## src/sv/swr_pkg.sv

```systemverilog
// Shared types and constants for the stream word replace unit.
// No dependencies; imported by every module of the block.
package swr_pkg;

   localparam int MAX_SEARCH_LEN  = 16;
   localparam int MAX_REPLACE_LEN = 16;

   // window / word indexing and byte counts
   localparam int SIDX_W = (MAX_SEARCH_LEN > 1) ? $clog2(MAX_SEARCH_LEN) : 1;
   localparam int RIDX_W = (MAX_REPLACE_LEN > 1) ? $clog2(MAX_REPLACE_LEN) : 1;
   localparam int CNT_W  = $clog2(((MAX_SEARCH_LEN > MAX_REPLACE_LEN) ?
                                   MAX_SEARCH_LEN : MAX_REPLACE_LEN) + 1);

   // register file geometry
   localparam int CSR_IDX_W  = 3;
   localparam int CSR_DATA_W = 64;
   localparam int LEN_REG_W  = 5;

   // command queue between front and back
   localparam int QUEUE_DEPTH = 2;
   localparam int QPTR_W      = 1;
   localparam int QCNT_W      = 2;

   typedef logic [7:0] byte_type;

   typedef enum logic [CSR_IDX_W-1:0] {
      CSR_SEARCH_LENGTH  = 3'd0,
      CSR_REPLACE_LENGTH = 3'd1,
      CSR_SEARCH_LOW     = 3'd2,
      CSR_SEARCH_HIGH    = 3'd3,
      CSR_REPLACE_LOW    = 3'd4,
      CSR_REPLACE_HIGH   = 3'd5
   } csr_index_type;

   // effective (clamped) configuration
   typedef struct packed {
      logic [CNT_W-1:0]                 search_len;
      logic [CNT_W-1:0]                 replace_len;
      byte_type [MAX_SEARCH_LEN-1:0]    search_word;
      byte_type [MAX_REPLACE_LEN-1:0]   replace_word;
   } cfg_type;

   // one classified input item, expanded into results by the back end
   typedef struct packed {
      logic                             eot;
      logic                             bare;
      logic                             head_replace;
      byte_type                         head_byte;
      logic [CNT_W-1:0]                 head_count;
      logic [CNT_W-1:0]                 last_idx;
      byte_type [MAX_SEARCH_LEN-1:0]    flush_bytes;
   } entry_type;

endpackage

```

## src/sv/swr_csr.sv

```systemverilog
// Configuration registers of the stream word replace unit.
// Depends on swr_pkg; presents clamped lengths and the two words.
module swr_csr (
   input  logic                              clock,
   input  logic                              reset,
   input  logic                              csr_write_enable,
   input  logic [swr_pkg::CSR_IDX_W-1:0]     csr_index,
   input  logic [swr_pkg::CSR_DATA_W-1:0]    csr_write_data,
   output swr_pkg::cfg_type                  cfg,
   output logic                              window_clear
);
   import swr_pkg::*;

   logic [LEN_REG_W-1:0]  search_length_ff;
   logic [LEN_REG_W-1:0]  replace_length_ff;
   logic [CSR_DATA_W-1:0] search_low_ff;
   logic [CSR_DATA_W-1:0] search_high_ff;
   logic [CSR_DATA_W-1:0] replace_low_ff;
   logic [CSR_DATA_W-1:0] replace_high_ff;

   always_ff @(posedge clock) begin
      if (reset) begin
         search_length_ff  <= LEN_REG_W'(1);
         replace_length_ff <= '0;
         search_low_ff     <= '0;
         search_high_ff    <= '0;
         replace_low_ff    <= '0;
         replace_high_ff   <= '0;
      end else if (csr_write_enable) begin
         unique case (csr_index_type'(csr_index))
            CSR_SEARCH_LENGTH:  search_length_ff  <= csr_write_data[LEN_REG_W-1:0];
            CSR_REPLACE_LENGTH: replace_length_ff <= csr_write_data[LEN_REG_W-1:0];
            CSR_SEARCH_LOW:     search_low_ff     <= csr_write_data;
            CSR_SEARCH_HIGH:    search_high_ff    <= csr_write_data;
            CSR_REPLACE_LOW:    replace_low_ff    <= csr_write_data;
            CSR_REPLACE_HIGH:   replace_high_ff   <= csr_write_data;
            default: ;
         endcase
      end
   end

   // new search length drops whatever the window holds
   assign window_clear = csr_write_enable &&
                         (csr_index == CSR_IDX_W'(CSR_SEARCH_LENGTH));

   always_comb begin
      if (search_length_ff == '0) begin
         cfg.search_len = CNT_W'(1);
      end else if (CNT_W'(search_length_ff) > CNT_W'(MAX_SEARCH_LEN)) begin
         cfg.search_len = CNT_W'(MAX_SEARCH_LEN);
      end else begin
         cfg.search_len = CNT_W'(search_length_ff);
      end
      if (CNT_W'(replace_length_ff) > CNT_W'(MAX_REPLACE_LEN)) begin
         cfg.replace_len = CNT_W'(MAX_REPLACE_LEN);
      end else begin
         cfg.replace_len = CNT_W'(replace_length_ff);
      end
      cfg.search_word  = {search_high_ff, search_low_ff};
      cfg.replace_word = {replace_high_ff, replace_low_ff};
   end

endmodule

```

## src/sv/swr_front.sv

```systemverilog
// Front end: holds the byte window, matches it against the search word and turns
// each accepted byte with results or the end flag into one queue entry. Depends on swr_pkg.
module swr_front (
   input  logic                  clock,
   input  logic                  reset,
   input  swr_pkg::cfg_type      cfg,
   input  logic                  window_clear,
   input  logic                  req_fire,
   input  swr_pkg::byte_type     req_text_byte,
   input  logic                  req_end_of_text,
   output swr_pkg::entry_type    entry,
   output logic                  entry_push
);
   import swr_pkg::*;

   byte_type             window_ff [MAX_SEARCH_LEN];
   byte_type             window_in [MAX_SEARCH_LEN];
   logic [CNT_W-1:0]     fill_ff;
   logic [CNT_W-1:0]     fill_in;

   byte_type             win_new   [MAX_SEARCH_LEN];
   byte_type             win_shift [MAX_SEARCH_LEN];
   logic [MAX_SEARCH_LEN-1:0] byte_hit;
   logic                 window_full;
   logic                 word_match;
   logic [CNT_W-1:0]     post_fill;
   logic [CNT_W-1:0]     flush_count;
   logic [CNT_W-1:0]     total;

   always_comb begin
      win_new = window_ff;
      win_new[fill_ff[SIDX_W-1:0]] = req_text_byte;
      for (int i = 0; i < MAX_SEARCH_LEN; i++) begin
         byte_hit[i] = (CNT_W'(i) >= cfg.search_len) ||
                       (win_new[i] == cfg.search_word[i]);
      end
      for (int i = 0; i < MAX_SEARCH_LEN - 1; i++) begin
         win_shift[i] = win_new[i+1];
      end
      win_shift[MAX_SEARCH_LEN-1] = win_new[MAX_SEARCH_LEN-1];

      window_full = (CNT_W'(fill_ff + 1'b1) == cfg.search_len);
      word_match  = &byte_hit;

      entry.eot          = req_end_of_text;
      entry.head_byte    = win_new[0];
      entry.head_replace = 1'b0;
      entry.head_count   = '0;
      window_in          = win_new;
      post_fill          = CNT_W'(fill_ff + 1'b1);
      if (window_full && word_match) begin
         entry.head_replace = 1'b1;
         entry.head_count   = cfg.replace_len;
         post_fill          = '0;
      end else if (window_full) begin
         entry.head_count   = CNT_W'(1);
         window_in          = win_shift;
         post_fill          = CNT_W'(cfg.search_len - 1'b1);
      end

      flush_count = req_end_of_text ? post_fill : '0;
      total       = CNT_W'(entry.head_count + flush_count);
      for (int i = 0; i < MAX_SEARCH_LEN; i++) begin
         entry.flush_bytes[i] = window_in[i];
      end
      entry.bare     = req_end_of_text && (total == '0);
      entry.last_idx = (total == '0) ? '0 : CNT_W'(total - 1'b1);
      entry_push     = req_fire && ((total != '0) || req_end_of_text);
      fill_in        = req_end_of_text ? '0 : post_fill;
   end

   always_ff @(posedge clock) begin
      if (reset) begin
         fill_ff <= '0;
      end else if (window_clear) begin
         fill_ff <= '0;
      end else if (req_fire) begin
         fill_ff <= fill_in;
      end
   end

   always_ff @(posedge clock) begin
      if (req_fire) begin
         window_ff <= window_in;
      end
   end

   // window never reaches the search length between bytes
   a_fill_below_len: assert property (@(posedge clock) disable iff (reset)
      fill_ff < cfg.search_len)
      else $error("window fill reached search length");

   // end of text always leaves an empty window
   a_eot_empties: assert property (@(posedge clock) disable iff (reset)
      (req_fire && req_end_of_text) |=> (fill_ff == '0))
      else $error("window not empty after end of text");

endmodule

```

## src/sv/swr_queue.sv

```systemverilog
// Short command queue between front and back end.
// Depends on swr_pkg for the entry type and depth.
module swr_queue (
   input  logic                  clock,
   input  logic                  reset,
   input  logic                  push,
   input  swr_pkg::entry_type    push_entry,
   input  logic                  pop,
   output logic                  has_space,
   output logic                  head_valid,
   output swr_pkg::entry_type    head_entry
);
   import swr_pkg::*;

   entry_type            slots_ff [QUEUE_DEPTH];
   logic [QPTR_W-1:0]    wr_ptr_ff;
   logic [QPTR_W-1:0]    rd_ptr_ff;
   logic [QCNT_W-1:0]    count_ff;

   assign has_space  = (count_ff != QCNT_W'(QUEUE_DEPTH));
   assign head_valid = (count_ff != '0);
   assign head_entry = slots_ff[rd_ptr_ff];

   function automatic logic [QPTR_W-1:0] ptr_next(input logic [QPTR_W-1:0] p);
      return (p == QPTR_W'(QUEUE_DEPTH - 1)) ? '0 : QPTR_W'(p + 1'b1);
   endfunction

   always_ff @(posedge clock) begin
      if (reset) begin
         wr_ptr_ff <= '0;
         rd_ptr_ff <= '0;
         count_ff  <= '0;
      end else begin
         if (push) begin
            wr_ptr_ff <= ptr_next(wr_ptr_ff);
         end
         if (pop) begin
            rd_ptr_ff <= ptr_next(rd_ptr_ff);
         end
         if (push && !pop) begin
            count_ff <= QCNT_W'(count_ff + 1'b1);
         end else if (pop && !push) begin
            count_ff <= QCNT_W'(count_ff - 1'b1);
         end
      end
   end

   always_ff @(posedge clock) begin
      if (push) begin
         slots_ff[wr_ptr_ff] <= push_entry;
      end
   end

   a_no_overflow: assert property (@(posedge clock) disable iff (reset)
      push |-> (has_space || pop))
      else $error("queue overflow");

endmodule

```

## src/sv/swr_back.sv

```systemverilog
// Back end: expands the queue head into result transfers into the output
// register, one a cycle while that register is free. Depends on swr_pkg.
module swr_back (
   input  logic                  clock,
   input  logic                  reset,
   input  swr_pkg::cfg_type      cfg,
   input  logic                  head_valid,
   input  swr_pkg::entry_type    head_entry,
   output logic                  pop,
   output logic                  rsp_valid,
   input  logic                  rsp_ready,
   output swr_pkg::byte_type     rsp_out_byte,
   output logic                  rsp_byte_present,
   output logic                  rsp_text_done,
   output logic                  rsp_run_last
);
   import swr_pkg::*;

   logic [CNT_W-1:0]  idx_ff;
   logic              rsp_valid_ff;
   byte_type          out_byte_ff;
   logic              byte_present_ff;
   logic              text_done_ff;
   logic              run_last_ff;

   logic              out_free;
   logic              fire;
   logic              at_last;
   logic [CNT_W-1:0]  flush_pos;
   byte_type          out_byte_in;
   logic              byte_present_in;

   assign out_free  = !rsp_valid_ff || rsp_ready;
   assign fire      = head_valid && out_free;
   assign at_last   = (idx_ff == head_entry.last_idx);
   assign pop       = fire && at_last;
   assign flush_pos = CNT_W'(idx_ff - head_entry.head_count);

   always_comb begin
      out_byte_in     = '0;
      byte_present_in = 1'b1;
      if (head_entry.bare) begin
         byte_present_in = 1'b0;
      end else if (idx_ff < head_entry.head_count) begin
         out_byte_in = head_entry.head_replace ?
                       cfg.replace_word[idx_ff[RIDX_W-1:0]] : head_entry.head_byte;
      end else begin
         out_byte_in = head_entry.flush_bytes[flush_pos[SIDX_W-1:0]];
      end
   end

   always_ff @(posedge clock) begin
      if (reset) begin
         rsp_valid_ff <= 1'b0;
         idx_ff       <= '0;
      end else if (fire) begin
         rsp_valid_ff <= 1'b1;
         idx_ff       <= at_last ? '0 : CNT_W'(idx_ff + 1'b1);
      end else if (rsp_ready) begin
         rsp_valid_ff <= 1'b0;
      end
   end

   always_ff @(posedge clock) begin
      if (fire) begin
         out_byte_ff     <= out_byte_in;
         byte_present_ff <= byte_present_in;
         run_last_ff     <= at_last;
         text_done_ff    <= at_last && head_entry.eot;
      end
   end

   assign rsp_valid        = rsp_valid_ff;
   assign rsp_out_byte     = out_byte_ff;
   assign rsp_byte_present = byte_present_ff;
   assign rsp_text_done    = text_done_ff;
   assign rsp_run_last     = run_last_ff;

   // result counter rests at zero between entries
   a_idx_idle: assert property (@(posedge clock) disable iff (reset)
      !head_valid |-> (idx_ff == '0))
      else $error("result index moved without an entry");

   // counter never runs past the entry's last result
   a_idx_bound: assert property (@(posedge clock) disable iff (reset)
      head_valid |-> (idx_ff <= head_entry.last_idx))
      else $error("result index beyond last result");

endmodule

```

## src/sv/stream_word_replace_unit.sv

```systemverilog
// Top level of the stream word replace unit: streaming find-and-replace.
// Depends on swr_pkg, swr_csr, swr_front, swr_queue and swr_back.
//
//   channel  | ports                              | moves
//   ---------+------------------------------------+--------------------------------
//   req      | req_valid/req_ready, 2 fields      | one text byte per transfer
//   rsp      | rsp_valid/rsp_ready, 4 fields      | one result byte or end marker
//   csr      | csr_write_enable/index/write_data  | one register write, no stall
//
// Throughput: the back end emits one result transfer per cycle from the
// two-entry command queue while the rsp register is not stalled; a byte
// that yields several results holds the back end until all are out.
// Path: an entry is written into the queue, then its results are
// registered in the output register, which drives rsp_valid.
// Stalls: req_ready drops only while the queue is full; a stalled rsp
// register stops the back end, the front keeps taking bytes until full.
// Reset: synchronous; empties window, queue and output register and loads
// the register reset values. No clearing pass.
module stream_word_replace_unit (
   input  logic                              clock,
   input  logic                              reset,

   input  logic                              req_valid,
   output logic                              req_ready,
   input  logic [7:0]                        req_text_byte,
   input  logic                              req_end_of_text,

   output logic                              rsp_valid,
   input  logic                              rsp_ready,
   output logic [7:0]                        rsp_out_byte,
   output logic                              rsp_byte_present,
   output logic                              rsp_text_done,
   output logic                              rsp_run_last,

   input  logic                              csr_write_enable,
   input  logic [swr_pkg::CSR_IDX_W-1:0]     csr_index,
   input  logic [swr_pkg::CSR_DATA_W-1:0]    csr_write_data
);
   import swr_pkg::*;

   cfg_type    cfg;
   logic       window_clear;
   logic       req_fire;
   entry_type  push_entry;
   logic       push;
   logic       pop;
   logic       has_space;
   logic       head_valid;
   entry_type  head_entry;

   // front side only waits on queue space
   assign req_ready = has_space;
   assign req_fire  = req_valid && req_ready;

   swr_csr u_csr (
      .clock            (clock),
      .reset            (reset),
      .csr_write_enable (csr_write_enable),
      .csr_index        (csr_index),
      .csr_write_data   (csr_write_data),
      .cfg              (cfg),
      .window_clear     (window_clear)
   );

   // window update and match happen in the transfer cycle; the entry is
   // captured by the queue at the same edge
   swr_front u_front (
      .clock           (clock),
      .reset           (reset),
      .cfg             (cfg),
      .window_clear    (window_clear),
      .req_fire        (req_fire),
      .req_text_byte   (req_text_byte),
      .req_end_of_text (req_end_of_text),
      .entry           (push_entry),
      .entry_push      (push)
   );

   // bytes that only fill the window push nothing
   swr_queue u_queue (
      .clock      (clock),
      .reset      (reset),
      .push       (push),
      .push_entry (push_entry),
      .pop        (pop),
      .has_space  (has_space),
      .head_valid (head_valid),
      .head_entry (head_entry)
   );

   // replacement bytes come from the live registers; the user must change
   // them only while the block is idle, which the block does not enforce
   swr_back u_back (
      .clock            (clock),
      .reset            (reset),
      .cfg              (cfg),
      .head_valid       (head_valid),
      .head_entry       (head_entry),
      .pop              (pop),
      .rsp_valid        (rsp_valid),
      .rsp_ready        (rsp_ready),
      .rsp_out_byte     (rsp_out_byte),
      .rsp_byte_present (rsp_byte_present),
      .rsp_text_done    (rsp_text_done),
      .rsp_run_last     (rsp_run_last)
   );

endmodule

```

## config.mk

```make
export PLATFORM = sky130hd
export DESIGN_NAME = stream_word_replace_unit
export DESIGN_NICKNAME = d
export VERILOG_FILES = /design/src/sv/swr_pkg.sv /design/src/sv/swr_csr.sv /design/src/sv/swr_front.sv /design/src/sv/swr_queue.sv /design/src/sv/swr_back.sv /design/src/sv/stream_word_replace_unit.sv
export SDC_FILE = /design/constraint.sdc
export NUM_CORES = 1
export LEC_CHECK = 0
export ABC_AREA = 1
export BUFFER_PORTS_ARGS = -buffer_cell sky130_fd_sc_hd__buf_2
export CORE_MARGIN = 2
export CORE_UTILIZATION = 55
export DETAILED_ROUTE_END_ITERATION = 7
export PLACE_DENSITY = 0.72
export SLEW_MARGIN = 0
export SYNTH_ARGS = -nofsm -noshare
export SYNTH_HDL_FRONTEND = slang
export SYNTH_SLANG_ARGS = --single-unit
```

## constraint.sdc

```tcl
create_clock -name clock -period 15.31 [get_ports clock]
set_input_delay 0.7655 -clock clock [delete_from_list [all_inputs] [get_ports clock]]
set_output_delay 0.7655 -clock clock [all_outputs]
set_load 0.02 [all_outputs]
```

# After elaboration in Yosys (flattened, before gate mapping)
# Memory sizes are Yosys's and may differ from the RTL's. A register that Yosys moved wholly into a read port is not among the register bits.
# Cells that the tools add are included.
# totals
out_inout_bits,13
register_bits,420
memories,1
elab_cells,172
input_bits,81
mem_bits_rw,298
# classes
reduce_logical,47
n_bitwise,1
add_sub_neg,10
eq_ne,24
order_cmp,23
n_mux,34
# mem_list
name,depth,width,rd,rd_clocked_by_memory_dff,wr,line_no,source
u_queue.slots_ff,2,149,1,1,1,swr_queue.sv:15,entry_type slots_ff [QUEUE_DEPTH];
# op_table
cell,n
2-to-1 mux 128 bit,2
bitwise mux 128 bit,1
equality test 8 bit,16
binary-select mux 8 bit (select 4 bit),2
2-to-1 mux 5 bit,10
greater-or-equal comparator 4 x 5 -> 1 bit (first input constant),8
2-to-1 mux 8 bit,5
demux 8 bit (select 4 bit),1
greater-or-equal comparator 3 x 5 -> 1 bit (first input constant),4
logical OR 1 bit,18
AND reduction 16 bit,1
AND reduction 2 bit,6
logical AND 1 bit,11
2-to-1 mux 1 bit,11
adder 5 x 1 -> 5 bit (second input constant),2
equality test 5 bit,2
greater-or-equal comparator 1 x 5 -> 1 bit (first input constant),2
greater-or-equal comparator 2 x 5 -> 1 bit (first input constant),2
> comparator 5 bit (second input constant),2
logical NOT 5 bit,2
< comparator 4 x 5 -> 1 bit (second input constant),2
subtractor 5 x 1 -> 5 bit (second input constant),2
equality test 3 x 2 -> 1 bit (second input constant),2
equality test 3 bit (second input constant),2
17 further kinds,23

# Longest topological paths before layout
# Gate-level depths: netlist (run 1).
# logic_depth
ltp_word,20
depth_mapped,37
mapped_depth_nobuf,34

# Cells and area by module
# A second synthesis (run 1) with hierarchy kept.
# unflattened
hier_cells,4641
hier_area_um2,37664.9
# by_module_without_submodules
module,instances,area_per_inst_um2,cells_per_inst,seq_area_each_um2
swr_queue,1,11404.7,497,9048.7
swr_front,1,11284.6,1650,3943.8
swr_csr,1,10618.9,1545,5325.1
swr_back,1,4349.2,947,450.4
stream_word_replace_unit,1,7.5,2,0.0

# Least setup slack after synthesis (run 1)
# Ideal clock, no wire load.
# synth_timing
path_type,input -> register
startpoint,in req_text_byte[2]
endpoint,"mem u_queue.slots_ff[0][0] (netlist bit), enable pin"
required_ps,14651
slack_ps,4342
cell_stages,28
arrival_ps,10309
n_path_buf,4
setup_time_ps,659
cell_sequence,buf_2 -> inv_1 -> clkbuf_1 -> nand3_1 -> nand2_1 -> nand2_1 -> nand2_1 -> nand2_1 -> nor2_1 -> nand2_1 -> nand2_1 -> nand2_1 -> nor2_1 -> nand2_1 -> nor2_2 -> nand2_2 -> nand2_4 -> buf_4 -> buf_2 -> o31ai_1 -> ha_1 -> fa_1 -> or2_2 -> nand2_1 -> nor3_1 -> nand4_1 -> nand2_1 -> nor2_1
# synth_lines
element,line_no,source
from (decl),stream_word_replace_unit.sv:25,"input logic [7:0] req_text_byte,"
to (decl),swr_queue.sv:15,

==> results of run 1 <==
==> per-layer routing <==
layer | up-vias | global-route usage (%)
met1 | 13200 | 47.7
met3 | 288 | 7.41
met5 | - | 0
li1 | 13100 | -
met2 | 1667 | 49.0
met4 | 4 | 18.9
==> state kept, by name (all words and copies together) (netlist names), named ones only <==
signal / count
u_csr.search_length_ff: 5
u_front.window_ff: 128
u_back.rsp_out_byte: 8
u_back.rsp_byte_present: 1
u_csr.replace_length_ff: 5
u_csr.replace_high_ff: 64
u_queue.rd_ptr_ff: 1
u_back.rsp_valid: 1
u_queue.count_ff: 2
u_back.rsp_text_done: 1
u_queue.slots_ff: 298
u_queue.wr_ptr_ff: 1
u_front.fill_ff: 5
u_csr.search_low_ff: 64
u_back.rsp_run_last: 1
u_back.idx_ff: 5
u_csr.replace_low_ff: 64
u_csr.search_high_ff: 64
==> worst max-delay path: stages (launching register included) <==
cell,delay (ns)
sky130_fd_sc_hd__dfxtp_1,0.45
sky130_fd_sc_hd__ha_1,0.72
sky130_fd_sc_hd__nand3_1,0.58
sky130_fd_sc_hd__xnor2_1,0.44
sky130_fd_sc_hd__xor2_1,0.11
sky130_fd_sc_hd__nor3_1,0.14
sky130_fd_sc_hd__and2_1,0.59
sky130_fd_sc_hd__nand2_1,0.12
sky130_fd_sc_hd__nor2_1,0.19
sky130_fd_sc_hd__nand2_2,0.25
sky130_fd_sc_hd__nand2_8,0.66
sky130_fd_sc_hd__o31ai_1,0.28
sky130_fd_sc_hd__ha_1,0.31
sky130_fd_sc_hd__fa_1,0.41
sky130_fd_sc_hd__or2_2,0.30
sky130_fd_sc_hd__nand2_1,0.13
sky130_fd_sc_hd__nor3_1,0.08
sky130_fd_sc_hd__nand4_1,0.14
sky130_fd_sc_hd__nand3_1,0.18
sky130_fd_sc_hd__inv_6,0.65
sky130_fd_sc_hd__buf_4,0.79
==> synthesized netlist by cell type (5+ instances only) <==
cell / n
sky130_fd_sc_hd__nand4_1: 20
sky130_fd_sc_hd__buf_2: 33
sky130_fd_sc_hd__o22ai_1: 11
sky130_fd_sc_hd__dfxtp_1: 282
sky130_fd_sc_hd__nand3_2: 5
sky130_fd_sc_hd__edfxtp_1: 437
sky130_fd_sc_hd__xor2_1: 26
sky130_fd_sc_hd__ha_1: 19
sky130_fd_sc_hd__a31oi_1: 23
sky130_fd_sc_hd__o21ai_0: 463
sky130_fd_sc_hd__xnor2_1: 7
sky130_fd_sc_hd__inv_2: 5
sky130_fd_sc_hd__nor3_1: 12
sky130_fd_sc_hd__inv_1: 305
sky130_fd_sc_hd__buf_6: 7
sky130_fd_sc_hd__o21ai_1: 26
sky130_fd_sc_hd__mux2i_1: 49
sky130_fd_sc_hd__nand2_1: 803
sky130_fd_sc_hd__o211ai_1: 41
sky130_fd_sc_hd__o221ai_1: 45
sky130_fd_sc_hd__o32ai_1: 19
sky130_fd_sc_hd__nand3_1: 231
sky130_fd_sc_hd__a21oi_1: 234
sky130_fd_sc_hd__buf_4: 12
sky130_fd_sc_hd__clkbuf_1: 156
sky130_fd_sc_hd__nor2_1: 499
sky130_fd_sc_hd__buf_1: 13
sky130_fd_sc_hd__nand3b_1: 29
sky130_fd_sc_hd__clkinv_1: 5
==> final cells by class <==
class                      count  share of cell area (%)
tap                          782                    2.66
multi-input combinational   2600                    34.4
clock inverter                35                   0.871
sequential                   719                    51.0
timing repair buffer         127                    1.99
clock buffer                 100                    5.73
antenna                        2                  0.0136
inverter                     316                    3.28
==> logic make-up after synthesis <==
logic type                 after synthesis  synth area share [%]
AOI/OAI and AO/OA                      872                  14.3
xor gates and xnor gates                33                 0.863
adders and majority gates               21                 0.829
buffers and inverters                  537                  6.44
DFF                                    719                  56.0
muxes                                   53                  1.60
and+or+nand+nor                       1621                  20.0
==> power by group through the flow <==
stage                     registers (mW)  logic (mW)  clock network (mW)
after floorplan                     3.02        1.67                   0
after global placement              2.99        2.61                   0
after detailed placement            3.00        2.64                   0
after CTS                           2.97        2.66                1.84
after global routing                3.01        2.94                1.91
final                               2.97        2.74                1.83
==> path summary, 6_finish.rpt <==
| kind | from | endpoint | slack, ns | cells after the start |
|---|---|---|---|---|
| worst max-delay path | u_front.fill_ff[0] | u_queue.slots_ff[1][36] | 7.21 | 20 |
| worst min-delay path | reset | register | 0.41 | 2 |
| worst max register to register | u_front.fill_ff[0] | u_queue.slots_ff[1][36] | 7.21 | 20 |
| worst min register to register | u_csr.replace_high_ff[19] | u_csr.replace_high_ff[19] | 0.45 | 2 |
==> per-stage QoR <==
stage | cell area [sq um] | instances | hold slack, ns | power, mW
2_1_floorplan | 33500 | 3856 | 0.420 | 4.69
3_3_place_gp | 34300 | 4544 | 0.431 | 5.60
3_5_place_dp | 34300 | 4544 | 0.441 | 5.64
4_1_cts | 36800 | 4679 | 0.385 | 7.46
5_1_grt | 36800 | 4679 | 0.413 | 7.86
6_report | 36800 | 4681 | 0.411 | 7.54
==> flow_metrics.tcl, run 1 <==
set metrics [dict create \
    outcome "complete, but fails checks" \
    failing_checks "capacitance limit, slew limit" \
    share_seq_of_total_power_pct 39.4 \
    globalplace.congestion 1.01 \
    place.port_buffers 93 \
    postSynthCellCount 3856 \
    die_span_in_y_um 251 \
    share_comb_of_total_power_pct 36.3 \
    number_of_warnings_issued_by_yosys 0 \
    hp-class "in2reg" \
    layout.core_utilization_pct 61.0 \
    detail_route.wirelength_mm 107 \
    max_freq_ghz 0.124 \
    cts_buffers 74 \
    synth_top_cells_by_area "sky130_fd_sc_hd__edfxtp_1 39%, sky130_fd_sc_hd__dfxtp_1 17%, sky130_fd_sc_hd__nand2_1 9.0%" \
    hold_viol_final 0 \
    wirelength_met1_mm 42.2 \
    synthesis.area_per_instance_sq_um 8.69 \
    layout.cells.most_common "sky130_fd_sc_hd__nand2_1" \
    maximum_number_of_pins_on_one_net_before_global_route_repair 150 \
    synth.largest_area_cell "sky130_fd_sc_hd__edfxtp_1" \
    mappedNetlistArea_sq_mm 0.0335 \
    drive_above_1_share_pct 7.47 \
    total_die_area_sq_mm 0.0629 \
    core_region_area_sq_mm 0.0602 \
    critPathArrivalTime_ns 8.33 \
    n_fill_cell 5156 \
    row_count 90 \
    synth-main-ff-cell "sky130_fd_sc_hd__edfxtp_1" \
    die_w_um 251 \
    max-cap-violations 1 \
    viasPerCell 6.03 \
    hpwlAfterDp_mm 73.6 \
    clkSlewWorstSetupHoldPaths_ns 0.06 \
    routed-via-count 28200 \
    detailroute.wirelength.met2_mm 45.1 \
    internal_dissipation_mw 4.58 \
    top_signal_layer_used "met5" \
    rsz0062_at_grt "false" \
    cts_post_setup_buffers_inserted 0 \
    yosys.area.top_type_share_pct 39.2 \
    detail_route.drc_violations 0 \
    netSwitchingPower_mw 2.96 \
    synth_sequential_area_ratio_pct 56.0 \
    required_ns 15.54 \
    postLayoutSetupSlackWorst_ns 7.21 \
    first_global_vias 25600 \
    yosys_register_bits 719 \
    drt-wirelength-per-cell_um 22.9 \
    pre_cts_ws_ns 7.40 \
    initial_core_util_pct 55.6 \
    grt_first_pass_wirelength_mm 159 \
    drtPass1Iterations 6 \
    ctsResizeCount 0 \
    combined_area_of_the_multi_input_logic_cells_sq_mm 0.0127 \
    setup_total_negative_slack_ns 0 \
    power_switching_share_pct 39.3 \
    slew_viol_final 4 \
    synthToLayoutAreaGrowth_pct 9.76 \
    finalCritPeriodShare_pct 52.9 \
    register_area_sq_mm 0.0188 \
    synth_cell_type_count 46 \
    io-pin-count 94 \
    cts.path.max_buffers 3 \
    setup_viol 0 \
    ctsHoldBuffers 0 \
    layout.cells.most_common_list "803 x sky130_fd_sc_hd__nand2_1, 496 x sky130_fd_sc_hd__nor2_1, 463 x sky130_fd_sc_hd__o21ai_0" \
    worst-setup-path-type "reg2reg" \
    cts_tree "done" \
    met3_wirelength_from_detailed_routing_mm 13.7 \
    grtUsageTotal_pct 34.0 \
    setup.worst_path.start_class "register" \
    drt.antenna.violating_nets 0 \
    drtIter0Drc 3999 \
    clkLatencyLatePin_ns 0.62 \
    finalNetCount 3940 \
    synthArstFlopShare_pct 0 \
    clock-root-buffer "sky130_fd_sc_hd__clkbuf_16" \
    crit_end_category "register" \
    cts.sink_count 719 \
    grt.overflow.total 0 \
    leak_nw 14.4 \
    ir_drop_mv 0.151 \
    antenna_found_initial 6 \
    finalCriticalPeriod_ns 8.10 \
    critical_path_peak_fanout 134 \
    cts_htree_levels 3 \
    postSynthNetCount 3958 \
    power.density_mw_per_mm2 205 \
    clockPowerShare_pct 24.3 \
    slew-limit-headroom_pct -1.79 \
    timing_worst_slew_pin_value_ns 1.51 \
    worst_clock_skew_ns 0.0177 \
    synth_edf_count 437 \
]
Power figures use the tool's default switching activity.
==> inputs of run 2 (changes only) <==
- ABC_AREA: 1 -> 0
- PLACE_DENSITY: 0.72 -> 0.74
- clock period: 15.31 -> 7.4 ns (I/O delays scaled with it)
==> run 2 against run 1 <==
  * The flow finishes with violations (DRC)
  * Global-route usage is 2.0 points higher
  * Register-to-register slack worse by 6.8 ns
  * Cell count is 15% lower
  * Sequential share of layout area is 1.7 points lower
  * Power is 82% higher
  * Synthesized cell count is 21% lower
  * Utilization is 0.67 points higher
  * Count of clock-buffer cells in the layout is 4 lower
  * Combinational power is 43% higher
  * Setup slack worse by 6.8 ns
  * Sequential power is 100% higher
  * Flip-flop and latch count stayed put
  * Critical path type unchanged
  * Critical endpoint is now u_queue.slots_ff[1][133]
  * Highest routed layer unchanged
==> flow_metrics.tcl, run 2 <==
set metrics [dict create \
    grtUsageTotal_pct 36.0 \
    place.port_buffers 93 \
    hold-worst-slack_ns 0.0107 \
    setup.worst_path.start_class "register" \
    synth_top_cells_by_area "sky130_fd_sc_hd__edfxtp_1 38%, sky130_fd_sc_hd__dfxtp_1 17%, sky130_fd_sc_hd__mux4_2 7.9%" \
    cts_tree "done" \
    timing.critical_path.cells "ha_1 -> nor3b_4 -> mux2i_1 -> o221ai_1 -> a211oi_2 -> a31oi_1 -> a2111oi_2 -> nand4_2 -> nor3_2 -> buf_4 -> nor2_4 -> a31o_4 -> ha_4 -> fa_1 -> a21o_1 -> a21oi_1 -> and4b_2 -> nor3_1 -> and2_4 -> buf_12" \
    cts.sink_count 719 \
    layout.cells.most_common_list "606 x sky130_fd_sc_hd__nand2_1, 437 x sky130_fd_sc_hd__edfxtp_1, 342 x sky130_fd_sc_hd__a21oi_1" \
    numPlacedInstances 3826 \
    finalCriticalPeriod_ns 7.00 \
    synth_cell_type_count 85 \
    ir_drop_mv 0.206 \
    outcome "complete, but fails checks" \
    synthArstFlopShare_pct 0 \
    cts_buffers 75 \
    grt.overflow.total 0 \
    power_mw 13.7 \
    postSynthCellCount 3046 \
    diodes 0 \
    detail_route.drc_violations 7 \
    power.density_mw_per_mm2 360 \
    first_global_vias 24500 \
    maximum_number_of_pins_on_one_net_before_global_route_repair 169 \
    rsz0062_at_grt "false" \
    critical_path_peak_fanout 28 \
    critPathArrivalTime_ns 7.32 \
    detail_route.wirelength_mm 115 \
    antenna_found_initial 5 \
    postLayoutSetupSlackWorst_ns 0.401 \
    largest-register "u_queue.slots_ff" \
    core_region_area_sq_mm 0.0616 \
    yosys_register_bits 719 \
    n_fill_cell 4784 \
    drt.antenna.violating_nets 0 \
    ys_top_cells_by_count "606 x sky130_fd_sc_hd__nand2_1, 437 x sky130_fd_sc_hd__edfxtp_1, 342 x sky130_fd_sc_hd__a21oi_1" \
    synth_edf_count 437 \
    slowest_stage "sky130_fd_sc_hd__nor3b_4" \
    worst-setup-path-type "reg2reg" \
    routed-via-count 26400 \
    io-pin-count 94 \
    max-cap-violations 0 \
    row_count 91 \
    setup_viol 0 \
    clkSlewWorstSetupHoldPaths_ns 0.06 \
    layout.cells.most_common "sky130_fd_sc_hd__nand2_1" \
    globalplace.congestion 0.990 \
    cts_htree_levels 3 \
    synthToLayoutAreaGrowth_pct 11.3 \
    leak_nw 12.8 \
    mappedNetlistArea_sq_mm 0.0342 \
    worst_clock_skew_ns 0.0310 \
    synth.largest_area_cell "sky130_fd_sc_hd__edfxtp_1" \
    timing_worst_slew_pin_value_ns 1.22 \
    dpl_cell_area_sq_mm 0.0355 \
    required_ns 7.73 \
    initial_core_util_pct 55.4 \
    hold_viol_final 0 \
    ctsHoldBuffers 0 \
    hp-class "in2reg" \
    failing_checks "DRC" \
    grt_first_pass_wirelength_mm 166 \
    finalNetCount 3168 \
    number_of_warnings_issued_by_yosys 0 \
    crit_end_category "register" \
    clock-root-buffer "sky130_fd_sc_hd__clkbuf_16" \
    drtIter0Drc 3639 \
    yosys.area.top_type_share_pct 38.4 \
    largest_register_ffs 298 \
    setup_total_negative_slack_ns 0 \
    layout.core_utilization_pct 61.7 \
    max_freq_ghz 0.143 \
    drive_above_1_share_pct 17.2 \
    drtPass1Iterations 8 \
    clkLatencyLatePin_ns 0.65 \
    finalCritPeriodShare_pct 94.6 \
    drt-wirelength-per-cell_um 29.1 \
    synth-main-ff-cell "sky130_fd_sc_hd__edfxtp_1" \
    cts.path.max_buffers 3 \
    post_layout_nonfiller_instances 3964 \
    most_instantiated_library_cell_after_synthesis "sky130_fd_sc_hd__nand2_1" \
    die_span_in_y_um 253 \
    slew_viol_final 0 \
    die_w_um 253 \
    pre_cts_ws_ns 0.518 \
    hpwlAfterDp_mm 82.1 \
    slew-limit-headroom_pct 18.7 \
    crit_path_max_incr_delay_ns 0.76 \
    design_area_sq_mm 0.0380 \
    total_die_area_sq_mm 0.0641 \
    reg_top3 "u_queue.slots_ff: 298 flops, u_front.window_ff: 128 flops" \
    viasPerCell 6.65 \
    synthesis.area_per_instance_sq_um 11.2 \
    postSynthNetCount 3148 \
    synth_sequential_area_ratio_pct 54.9 \
]
## run 2: cell types whose count changed in the layout (fill, tap and decap cells not counted), sizes merged, moves of 54 or more
cell,change
nand3b,+54
mux4,+120
nand2,-202
nand3,-191
nor2,-421
o21ai,-461
inv,-201
a21oi,+108
o221a,+106
## run 2: kinds of logic after synthesis
family                   after synthesis  synth area share (%)
flip-flops                           719                  54.9
AND/OR/NAND/NOR                     1005                  13.7
AO/OA/AOI/OAI                        666                  13.4
XOR/XNOR                              85                  2.18
multiplexers                         212                  10.7
buffers and inverters                338                  4.15
adder cells (fa/ha/maj)               21                 0.813
## run 2: repair_timing
item / CTS / global route
setup endpoints to repair: 0 / 28
endpoints found under the hold margin: 0 / 0
buffers inserted: 0 / 0
resized for setup: 0 / 2
## run 2: worst max-delay path, delay by kind of cell, from the launching register on
family                     cells  cell delay [ns]
buffers and inverters          2             0.51
adders and majority gates      3             1.05
DFF                            1             0.47
muxes                          1             0.39
and+or+nand+nor                7             2.26
AOI/OAI and AO/OA              7             1.88
## run 2: metal layers
| layer | up-vias | track usage, % | routed length, um |
|---|---|---|---|
| li1 | 11300 | - | - |
| met1 | 12900 | 49.9 | 44700 |
| met2 | 1847 | 53.1 | 50300 |
| met3 | 330 | 8.73 | 14000 |
| met4 | 6 | 17.6 | 6370 |
| met5 | - | 1.24 | 135 |
## run 2: cell type report
cell class,count,area [sq um],area share (%)
sequential,719,18800,49.4
multi-input combinational,1989,14100,37.2
timing repair buffer,173,1190,3.12
inverter,108,410,1.08
clock inverter,42,404,1.06
clock buffer,96,2060,5.42
tap,837,1050,2.75
## run 2: path summary, 6_finish.rpt
kind / from / endpoint / slack, ns / cells after the start
max: u_front.fill_ff[0] / u_queue.slots_ff[1][133] / 0.40 / 20
min: csr_write_data[14] / u_csr.replace_high_ff[14] / 0.01 / 3
max reg2reg: u_front.fill_ff[0] / u_queue.slots_ff[1][133] / 0.40 / 20
min reg2reg: u_csr.replace_high_ff[55] / u_csr.replace_high_ff[55] / 0.45 / 2
## run 2: power breakdown
part	leakage [nW]	internal (mW)	switching, mW
combinational	5.21	1.51	2.43
sequential	6.38	5.40	0.569
clock	1.18	2.17	1.62
